File: src/hdl/rgbse_pkg.sv
`default_nettype none
package rgbse_pkg;

    // image size limits
    localparam int MAX_WIDTH  = 1024;
    localparam int MAX_HEIGHT = 1024;

    // raster counter widths
    localparam int COL_W = (MAX_WIDTH  > 1) ? $clog2(MAX_WIDTH)  : 1;
    localparam int ROW_W = (MAX_HEIGHT > 1) ? $clog2(MAX_HEIGHT) : 1;

    // register field widths
    localparam int MODE_W  = 1;
    localparam int RWID_W  = 11;
    localparam int BOUND_W = 10;
    localparam int CFG_W   = 11;
    localparam int IDX_W   = 3;

    // common compare width for counters against register fields
    localparam int CMP_W = (COL_W + 1 > RWID_W) ? COL_W + 1 : RWID_W;

    // arithmetic widths
    localparam int CH_W   = 8;
    localparam int DIST_W = 18;
    localparam int ACC_W  = 39;

    typedef enum logic [IDX_W-1:0] {
        CFG_MODE      = 3'd0,
        CFG_ROW_WIDTH = 3'd1,
        CFG_X_MIN     = 3'd2,
        CFG_X_MAX     = 3'd3,
        CFG_Y_MIN     = 3'd4,
        CFG_Y_MAX     = 3'd5
    } t_cfg_idx;

    localparam logic [MODE_W-1:0] MODE_FULL  = 1'b0;
    localparam logic [MODE_W-1:0] MODE_DELTA = 1'b1;

    typedef struct packed {
        logic [CH_W-1:0] red;
        logic [CH_W-1:0] green;
        logic [CH_W-1:0] blue;
    } t_pixel;

endpackage
`default_nettype wire

File: src/hdl/rgbse_dist.sv
`default_nettype none
// squared rgb distance between two pixels
module rgbse_dist (
    input  var rgbse_pkg::t_pixel              i_a,
    input  var rgbse_pkg::t_pixel              i_b,
    output logic [rgbse_pkg::DIST_W-1:0]       o_dist
);
    logic signed [rgbse_pkg::CH_W:0]       dr, dg, db;
    logic signed [2*rgbse_pkg::CH_W+1:0]   sr, sg, sb;

    always_comb begin
        dr = $signed({1'b0, i_a.red})   - $signed({1'b0, i_b.red});
        dg = $signed({1'b0, i_a.green}) - $signed({1'b0, i_b.green});
        db = $signed({1'b0, i_a.blue})  - $signed({1'b0, i_b.blue});
        sr = dr * dr;
        sg = dg * dg;
        sb = db * db;
    end

    // squares are non-negative and fit in 16 bits each
    assign o_dist = rgbse_pkg::DIST_W'(unsigned'(sr[2*rgbse_pkg::CH_W-1:0]))
                  + rgbse_pkg::DIST_W'(unsigned'(sg[2*rgbse_pkg::CH_W-1:0]))
                  + rgbse_pkg::DIST_W'(unsigned'(sb[2*rgbse_pkg::CH_W-1:0]));

endmodule
`default_nettype wire

File: src/hdl/rgb_squared_error_accumulator.sv
`default_nettype none
// channel   direction  handshake           payload
// pixel     in         i_valid / o_stall   target, best, cand rgb, last_pixel
// result    out        o_valid / i_stall   error_total (39 bit signed)
// config    in         i_cfg_we            i_cfg_idx, i_cfg_data
//
// one pixel word per cycle sustained while o_stall is low; a pixel is registered
// at accept, then its distances and the accumulate go from that register into
// the accumulator, and for a last pixel the total goes into the result register.
// synchronous active-low reset clears counters, accumulator and valids;
// registers return to full-image mode with a 1024 by 1024 window.
// a stalled result only blocks the pipeline when a second last pixel arrives.
module rgb_squared_error_accumulator (
    input  logic                                i_clk,
    input  logic                                i_rst_n,
    // config write port
    input  logic                                i_cfg_we,
    input  logic [rgbse_pkg::IDX_W-1:0]         i_cfg_idx,
    input  logic [rgbse_pkg::CFG_W-1:0]         i_cfg_data,
    // pixel input
    input  logic                                i_valid,
    output logic                                o_stall,
    input  logic [rgbse_pkg::CH_W-1:0]          i_target_red,
    input  logic [rgbse_pkg::CH_W-1:0]          i_target_green,
    input  logic [rgbse_pkg::CH_W-1:0]          i_target_blue,
    input  logic [rgbse_pkg::CH_W-1:0]          i_best_red,
    input  logic [rgbse_pkg::CH_W-1:0]          i_best_green,
    input  logic [rgbse_pkg::CH_W-1:0]          i_best_blue,
    input  logic [rgbse_pkg::CH_W-1:0]          i_cand_red,
    input  logic [rgbse_pkg::CH_W-1:0]          i_cand_green,
    input  logic [rgbse_pkg::CH_W-1:0]          i_cand_blue,
    input  logic                                i_last_pixel,
    // result output
    output logic                                o_valid,
    input  logic                                i_stall,
    output logic signed [rgbse_pkg::ACC_W-1:0]  o_error_total
);
    localparam int COL_W   = rgbse_pkg::COL_W;
    localparam int ROW_W   = rgbse_pkg::ROW_W;
    localparam int CMP_W   = rgbse_pkg::CMP_W;
    localparam int ACC_W   = rgbse_pkg::ACC_W;
    localparam int DIST_W  = rgbse_pkg::DIST_W;
    localparam int BOUND_W = rgbse_pkg::BOUND_W;

    // configuration registers
    logic [rgbse_pkg::MODE_W-1:0] r_mode;
    logic [rgbse_pkg::RWID_W-1:0] r_row_width;
    logic [BOUND_W-1:0]           r_x_min, r_x_max, r_y_min, r_y_max;

    always_ff @(posedge i_clk) begin
        if (!i_rst_n) begin
            r_mode      <= rgbse_pkg::MODE_FULL;
            r_row_width <= rgbse_pkg::RWID_W'(1024);
            r_x_min     <= '0;
            r_x_max     <= '1;
            r_y_min     <= '0;
            r_y_max     <= '1;
        end else if (i_cfg_we) begin
            unique case (rgbse_pkg::t_cfg_idx'(i_cfg_idx))
                rgbse_pkg::CFG_MODE:      r_mode      <= i_cfg_data[rgbse_pkg::MODE_W-1:0];
                rgbse_pkg::CFG_ROW_WIDTH: r_row_width <= i_cfg_data[rgbse_pkg::RWID_W-1:0];
                rgbse_pkg::CFG_X_MIN:     r_x_min     <= i_cfg_data[BOUND_W-1:0];
                rgbse_pkg::CFG_X_MAX:     r_x_max     <= i_cfg_data[BOUND_W-1:0];
                rgbse_pkg::CFG_Y_MIN:     r_y_min     <= i_cfg_data[BOUND_W-1:0];
                rgbse_pkg::CFG_Y_MAX:     r_y_max     <= i_cfg_data[BOUND_W-1:0];
                default: ;  // writes past the register list are dropped
            endcase
        end
    end

    // pipeline control
    logic r_s1_vld, r_s1_last, r_s1_en, r_s1_sub;
    logic r_out_vld;
    logic out_free, s1_adv, accept;

    assign out_free = !r_out_vld || !i_stall;
    // only a last pixel needs the result register
    assign s1_adv   = r_s1_vld && (!r_s1_last || out_free);
    assign o_stall  = r_s1_vld && !s1_adv;
    assign accept   = i_valid && !o_stall;

    // raster counters and window test at accept time
    logic [COL_W-1:0] r_col, n_col;
    logic [ROW_W-1:0] r_row, n_row;
    logic [CMP_W-1:0] col_x, next_col_x;
    logic [ROW_W:0]   next_row_x;
    logic             in_win;

    always_comb begin
        col_x      = CMP_W'(r_col);
        next_col_x = col_x + CMP_W'(1);
        next_row_x = {1'b0, r_row} + (ROW_W+1)'(1);
        in_win = (col_x >= CMP_W'(r_x_min)) && (col_x <= CMP_W'(r_x_max))
              && (CMP_W'(r_row) >= CMP_W'(r_y_min)) && (CMP_W'(r_row) <= CMP_W'(r_y_max));
        n_col = r_col;
        n_row = r_row;
        if (i_last_pixel) begin
            n_col = '0;
            n_row = '0;
        end else if (next_col_x >= CMP_W'(r_row_width)
                     || next_col_x >= CMP_W'(rgbse_pkg::MAX_WIDTH)) begin
            n_col = '0;
            // row wraps after the height limit
            if (next_row_x >= (ROW_W+1)'(rgbse_pkg::MAX_HEIGHT)) begin
                n_row = '0;
            end else begin
                n_row = next_row_x[ROW_W-1:0];
            end
        end else begin
            n_col = next_col_x[COL_W-1:0];
        end
    end

    // input register
    rgbse_pkg::t_pixel r_tgt, r_best, r_cand;

    always_ff @(posedge i_clk) begin
        if (!i_rst_n) begin
            r_s1_vld <= 1'b0;
            r_col    <= '0;
            r_row    <= '0;
        end else if (accept) begin
            r_s1_vld <= 1'b1;
            r_col    <= n_col;
            r_row    <= n_row;
        end else if (s1_adv) begin
            r_s1_vld <= 1'b0;
        end
    end

    always_ff @(posedge i_clk) begin
        if (accept) begin
            r_tgt     <= '{i_target_red, i_target_green, i_target_blue};
            r_best    <= '{i_best_red, i_best_green, i_best_blue};
            r_cand    <= '{i_cand_red, i_cand_green, i_cand_blue};
            r_s1_last <= i_last_pixel;
            r_s1_en   <= (r_mode == rgbse_pkg::MODE_FULL) || in_win;
            r_s1_sub  <= (r_mode == rgbse_pkg::MODE_DELTA);
        end
    end

    // distances and signed delta
    logic [DIST_W-1:0]       cand_dist, best_dist;
    logic signed [ACC_W-1:0] delta, acc_sum;
    logic signed [ACC_W-1:0] r_acc;

    rgbse_dist u_dist_cand (
        .i_a    (r_tgt),
        .i_b    (r_cand),
        .o_dist (cand_dist)
    );

    rgbse_dist u_dist_best (
        .i_a    (r_tgt),
        .i_b    (r_best),
        .o_dist (best_dist)
    );

    always_comb begin
        if (!r_s1_en) begin
            delta = '0;
        end else if (r_s1_sub) begin
            delta = $signed(ACC_W'(cand_dist)) - $signed(ACC_W'(best_dist));
        end else begin
            delta = $signed(ACC_W'(cand_dist));
        end
        acc_sum = r_acc + delta;  // wraps modulo 2^39
    end

    // accumulator and result register
    always_ff @(posedge i_clk) begin
        if (!i_rst_n) begin
            r_acc     <= '0;
            r_out_vld <= 1'b0;
        end else begin
            if (s1_adv) begin
                r_acc <= r_s1_last ? '0 : acc_sum;
            end
            if (s1_adv && r_s1_last) begin
                r_out_vld <= 1'b1;
            end else if (!i_stall) begin
                r_out_vld <= 1'b0;
            end
        end
    end

    always_ff @(posedge i_clk) begin
        if (s1_adv && r_s1_last) begin
            o_error_total <= acc_sum;
        end
    end

    assign o_valid = r_out_vld;

endmodule
`default_nettype wire
File: config.mk
export PLATFORM = sky130hd
export DESIGN_NAME = rgb_squared_error_accumulator
export DESIGN_NICKNAME = d
export VERILOG_FILES = /design/src/hdl/rgbse_pkg.sv /design/src/hdl/rgbse_dist.sv /design/src/hdl/rgb_squared_error_accumulator.sv
export SDC_FILE = /design/constraint.sdc
export NUM_CORES = 2
export LEC_CHECK = 0
export ABC_AREA = 1
export BUFFER_PORTS_ARGS = -buffer_cell sky130_fd_sc_hd__buf_2
export CAP_MARGIN = 10
export CORE_MARGIN = 10
export CORE_UTILIZATION = 62
export DETAILED_ROUTE_END_ITERATION = 10
export GPL_TIMING_DRIVEN = 0
export PLACE_DENSITY = 0.87
export SYNTH_ARGS = -nofsm -noshare
export SYNTH_HDL_FRONTEND = slang
export SYNTH_SLANG_ARGS = --single-unit
File: constraint.sdc
create_clock -name i_clk -period 13.8 [get_ports i_clk]
set_input_delay 1.38 -clock i_clk [delete_from_list [all_inputs] [get_ports i_clk]]
set_output_delay 1.38 -clock i_clk [all_outputs]
set_load 0.03 [all_outputs]
# Yosys cells after proc, flatten, opt, wreduce, memory -nomap -nowiden
# Index checks and enable logic that the tools add are counted.
# W data, S select, Z words.
[word_totals] word_cells=96 inputBits=92 register_bits=227
[classes] n_addsub=14 bitwise_logic=1 eq_ne=6 n_mux=12 order_cmp=7 n_mul=6 n_reduce_logical=26
[op_table] cell="$mux W39" n=3
[op_table] cell="$mul A9 B9 Y16" n=6
[op_table] cell="$sub A8 B8 Y9" n=6
[op_table] cell="$mux W10" n=5
[op_table] cell="$add A39 B39 Y39" n=1
[op_table] cell="$add A18 B16 Y18" n=2
[op_table] cell="$add A16 B16 Y17" n=2
[op_table] cell="$add A10 B1 Y11 const B" n=2
[op_table] cell="$ge A11 B11 Y1 const B" n=2
[op_table] cell="$ge A10 B10 Y1" n=2
[op_table] cell="$le A10 B10 Y1" n=2
[op_table] cell="$sub A18 B18 Y19" n=1
[op_table] cell="$reduce_and A2 Y1" n=7
[op_table] cell="$ge A11 B11 Y1" n=1
[op_table] cell="$logic_and A1 B1 Y1" n=7
[op_table] cell="$eq A3 B2 Y1 const B" n=2
[op_table] cell="$eq A3 B3 Y1 const B" n=2
[op_table] cell="$logic_not A1 Y1" n=5
[op_table] cell="$logic_or A1 B1 Y1" n=4
[op_table] cell="$mux W1" n=4
[op_table] cell="$reduce_bool A2 Y1" n=2
[op_table] cell="$eq A3 B1 Y1 const B" n=1
[op_table] cell="$logic_not A3 Y1" n=1
[op_table] cell="$ne A2 B1 Y1 const B" n=1
[op_table] cell="$not A1 Y1" n=1

# Longest topological paths before layout
[logic_depth] ltp_word=9 depth_mapped=72 ltp_nobuf=72

# By module
# A second synthesis with hierarchy kept.
[hier_totals] hier_cells=4138 area_unflattened_um2=32118.3
[modules_own_cells] mod="rgb_squared_error_accumulator" n_inst=1 area_per_inst_um2=12861.1 seq_area_each_um2=5685.5 cells_per_inst=1591
[modules_own_cells] mod="rgbse_dist at u_dist_cand" n_inst=1 area_per_inst_um2=9664.3 seq_area_each_um2=0.0 cells_per_inst=1266
[modules_own_cells] mod="rgbse_dist at u_dist_best" n_inst=1 area_per_inst_um2=9593.0 seq_area_each_um2=0.0 cells_per_inst=1281

# Least setup slack after synthesis
# Ideal clock, no wire load.
[synth_path] path_type="register to register" from="register r_tgt[16] (netlist name)" to="register o_error_total[23] (netlist name) (data pin)" setup_ns=0.255 setup_slack_ns=2.813 arrival_time_ns=10.732 period_less_slack_ns=10.987 stages_incl_launch_ff=64 n_path_buf=1 path_cell_list="edfxtp_1 inv_1 ha_1 inv_1 fa_1 a31oi_1 o21ai_1 nand2_1 nand2_2 a21oi_4 inv_2 buf_6 nor2_1 inv_1 fa_1 fa_1 inv_1 fa_1 [... 28 more ...] inv_1 nand2_1 nand2_1 ha_1 nand2_1 nor2_1 a2111oi_0 nand2_2 inv_1 ha_1 a21o_1 nor2_1 a21boi_1 o21ai_2 nand2_1 nand2_1 or2_1 and2_1"
[synth_via] elab_chain_cells=8 elab_cells_between_ends=12 classes_between="add/sub: 8; mul: 2; mux: 2"
[synth_rtl] item="start: declaration" line="rgb_squared_error_accumulator.sv:115" text="rgbse_pkg::t_pixel r_tgt, r_best, r_cand;"
[synth_rtl] item="start signal: assignment" line="rgb_squared_error_accumulator.sv:133" text="r_tgt <= '{i_target_red, i_target_green, i_target_blue};"
[synth_rtl] item="$sub A8 B8 Y9" line="rgbse_dist.sv:12" text="dr = $signed({1'b0, i_a.red}) - $signed({1'b0, i_b.red});"
[synth_rtl] item="$mul A9 B9 Y16" line="rgbse_dist.sv:15" text="sr = dr * dr;"
[synth_rtl] item="$add A16 B16 Y17" line="rgbse_dist.sv:22" text="+ rgbse_pkg::DIST_W'(unsigned'(sg[2*rgbse_pkg::CH_W-1:0]))"
[synth_rtl] item="$add A18 B16 Y18" line="rgbse_dist.sv:23" text="+ rgbse_pkg::DIST_W'(unsigned'(sb[2*rgbse_pkg::CH_W-1:0]));"
[synth_rtl] item="$sub A18 B18 Y19" line="rgb_squared_error_accumulator.sv:163" text="delta = $signed(ACC_W'(cand_dist)) - $signed(ACC_W'(best_dist));"
[synth_rtl] item="$mux W39 (*)" line="rgb_squared_error_accumulator.sv:162" text="end else if (r_s1_sub) begin"
[synth_rtl] item="$mux W39 (*)" line="rgb_squared_error_accumulator.sv:160" text="if (!r_s1_en) begin"
[synth_rtl] item="$add A39 B39 Y39 (*)" line="rgb_squared_error_accumulator.sv:167" text="acc_sum = r_acc + delta;"
[synth_rtl] item="named net acc_sum[23]" line="rgb_squared_error_accumulator.sv:144" text="logic signed [ACC_W-1:0] delta, acc_sum;"
[synth_rtl] item="end signal: assignment" line="rgb_squared_error_accumulator.sv:189" text="o_error_total <= acc_sum;"
[synth_rtl] item="end: declaration" line="rgb_squared_error_accumulator.sv:36" text="output logic signed [rgbse_pkg::ACC_W-1:0] o_error_total"
# The timed path passes the listed nets; every way through them passes the cells marked *.
# A chain may end at the register's enable or synchronous reset.

# Final worst setup path
[layout_path] from="register r_tgt[16] (netlist name)" to="register o_error_total[27] (netlist name) (data pin)"
# Same word-level chain as after synthesis.

==> key figures <==
CTS
  – Later-pin clock latency in the skew report: roughly 590 ps
  – Root Buffer Master: clkbuf_16
  – Num CTS Buffers: 25
  – Clock Pin Slew Worst Setup and Hold Paths: roughly 60 ps
  – Htree depth: 1
  – Clk buf depth: 3
  – Num Clock Sinks: between 200 and 250
  – CTS tree: built

Min path
  – Tightest Hold Check Type: flip-flop to flip-flop

Finish
  – Filler instances: 4005
  – Area delta synth->final: 7.83%
  – Fin nets: between 4000 and 5000
  – Layout cell share with drive strength beyond 1: roughly 7%
  – Final Core Density: 67.5%
  – FF/Latch Area: between 0.005 and 0.006 mm^2
  – Area occupied by multi-input gates: between 0.02 and 0.025 mm^2

Setup path
  – Crit-path most repeated cell: nand2_1
  – Data required time at the worst endpoint: 14110 ps
  – Critical path launch point type: flip-flop
  – Critical path class: flip-flop to flip-flop
  – Crit-path slowest cell: fa_1
  – Crit end category: flip-flop
  – Crit path DAT: 13120 ps
  – Worst-path fanout max: 20
  – Slowest cell delay on critical path: between 500 and 600 ps

Synthesis
  – Post-synthesis simple-gate area fraction: 16.6%
  – Syn_nets: 4759
  – Synthesis-stage register bit count: ~230
  – Compound-Gate Fraction of Synth Area: 10.6%
  – Warnings, synthesis: 0
  – Cell area after synthesis: between 0.03 and 0.04 mm^2
  – Synthesized-area fraction occupied by adder cells: approximately 37%
  – Syn Area/Cell: between 7 and 8 um^2
  – Cell variety after synth: 64
  – Post-synthesis xor/xnor area fraction: between 6 and 7%
  – Seq/Total Area, Yosys: between 15 and 20%
  – Mux cell area share after synthesis: 0%
  – Async SR Flop Fraction: 0%
  – Largest family of logic cells by synthesized area: adder cells
  – Dominant synthesized flop cell: edfxtp_1
  – Cells after Synth: approximately 3900
  – Post-synth EDFFs: 114

Die
  – Core area: ~0.05 mm^2
  – I/O pin cnt: 133
  – Num rows: 82
  – Initial core utilization: 62.6%
  – Die W: 245 um
  – Die height: between 200 and 250 um
  – Die Footprint: around 0.060 mm^2

GRT
  – Largest net degree at the start of global routing: 50
  – Initial antenna violation count: 1
  – Vias in the first global route: around 27000
  – First-pass GRT wire length: roughly 130 mm
  – Total grt overflow: 0
  – GRT Total Usage: approximately 25%

Timing
  – Unrepaired setup endpoints after global routing: false
  – Final Max Tran Viols: 0
  – Slew headroom: roughly 53%
  – Final setup fails: 0
  – Fin crit share: 92.8%
  – Setup TNS: 0 ps
  – Tmin final: roughly 13000 ps
  – Worst-margin pin slew: 706 ps
  – Fmax: about 0.078 GHz
  – Final hold viol count: 0
  – Final Skew: between 30 and 40 ps

Placement
  – Placer Congestion: 0.990
  – Buffers on Ports: 132
  – Final HPWL DP: roughly 63 mm

Route
  – Metal3 WL: around 4.2 mm
  – DR WL/cell: between 15 and 20 um
  – # DRC: 0
  – Final wirelength: 75.5 mm
  – Initial DRC Count: around 1600
  – Length of routed met2 wiring: approximately 38 mm
  – Via density: 5.47
  – M1 WL: 30.0 mm
  – DR pass1 iterations: 6
  – DR vias: between 20000 and 30000
  – Post-route ant nets: 0
  – Top routing layer used: met4

Outcome
  – Status: finished, final reports clean

Run
  – # Max-Cap Violations: 0
[per-stage QoR]
| step | cells | hold WS (ps) | setup WS, ps | instance area, um^2 |
|---|---|---|---|---|
| floorplan | 3930 | 417 | 2810 | 31400 |
| global placement | 4734 | 447 | 1170 | 32900 |
| detailed placement | 4736 | 453 | 788 | 32900 |
| CTS | 4782 | 463 | 730 | 33800 |
| global route | 4783 | 485 | 59.6 | 33800 |
| finish | 4784 | 462 | 993 | 33800 |
[worst max-delay path, delay by kind of cell (launching register included)]
family                     cells  cell delay (ps)
AOI/OAI and AO/OA             12             2410
xor gates and xnor gates       2              360
adders and majority gates     12             5130
buffers and inverters         14             1460
DFF                            1              350
and+or+nand+nor               24             2810
[cell usage in the layout (no fill, tap or decap), types with 7 or more instances in the layout]
cell       count
buf_2        136
nand3_1      124
edfxtp_1     114
nand4_1       16
nand2_2       22
o21ai_0      124
a21o_1        17
o211ai_1      17
o21bai_1      29
inv_2         21
a31oi_1       19
dfxtp_1      113
nor2_1       354
or2_1          7
clkbuf_1      38
clkinv_1       9
xnor2_1       76
o21ai_1       17
nand2_1      652
fa_1         316
nor3_1        29
clkbuf_16     25
nor4_1         8
and2_1        11
a21oi_1      304
inv_1        817
nor2_2         7
a21oi_2       10
or2_2          9
xor2_1       149
ha_1         421
[final cells by class]
cell class | count | area share, %
multi-input cells | 2811 | 65.9
plain buffers | 44 | 0.581
diodes | 2 | 0.0148
clock buffers | 29 | 1.92
clock inverters | 17 | 0.696
repair buffers | 134 | 2.12
well taps | 672 | 2.49
flip-flops and latches | 227 | 16.8
inverters | 848 | 9.43
[state kept, by name, indices dropped and copies added (netlist names), 10 cells and up]
signal / cells
r_y_max: 10
r_acc: 39
r_row_width: 11
r_tgt: 24
r_x_min: 10
r_best: 24
r_x_max: 10
r_y_min: 10
o_error_total: 39
r_row: 10
r_cand: 24
r_col: 10
[layer usage]
metal	vias to the layer above	GRT usage, %
li1	12700	-
met1	12400	29.9
met2	858	45.4
met3	215	2.88
met4	0	10.4
met5	-	0
[Yosys cell counts, types with 11 or more instances]
cell type | n | area [um^2]
o21bai_1 | 29 | 218
a21o_1 | 17 | 128
nor2_1 | 354 | 1330
nand3_1 | 124 | 621
nand2_2 | 22 | 138
inv_1 | 818 | 3070
dfxtp_1 | 113 | 2260
edfxtp_1 | 114 | 3420
clkbuf_1 | 36 | 135
fa_1 | 316 | 6330
o211ai_1 | 17 | 128
and2_1 | 11 | 68.8
o21ai_0 | 124 | 621
o21ai_1 | 17 | 85.1
inv_2 | 21 | 78.8
nor3_1 | 29 | 145
xnor2_1 | 76 | 666
nand4_1 | 16 | 100
nand2_1 | 652 | 2450
xor2_1 | 149 | 1310
a21oi_1 | 304 | 1520
ha_1 | 421 | 5270
a31oi_1 | 19 | 119
[worst paths after layout]
kind	slack [ps]	startpoint	to	depth (start not counted)
setup / recovery	990	r_tgt[16]$_DFFE_PP_	o_error_total[27]$_DFFE_PP_	64
hold / removal	460	r_y_min[3]$_SDFFE_PN0P_	r_y_min[3]$_SDFFE_PN0P_	2
setup reg to reg	990	r_tgt[16]$_DFFE_PP_	o_error_total[27]$_DFFE_PP_	64
hold reg to reg	460	r_y_min[3]$_SDFFE_PN0P_	r_y_min[3]$_SDFFE_PN0P_	2
[what timing repair did]
action,4_1_cts,5_1_grt
hold buffers,0,0
endpoints found under the setup margin,0,27
setup buffers,0,0
gates resized for setup,0,2
[kinds of logic after synthesis]
family / count (synthesis)
XOR/XNOR: 235
AO/OA/AOI/OAI: 584
buffers and inverters: 892
AND/OR/NAND/NOR: 1255
flip-flops: 227
adder cells (fa/ha/maj): 737
Power is left out: the tool's default activity adds up to more than one toggle a clock period on the data nets, which glitch-free logic cannot reach.
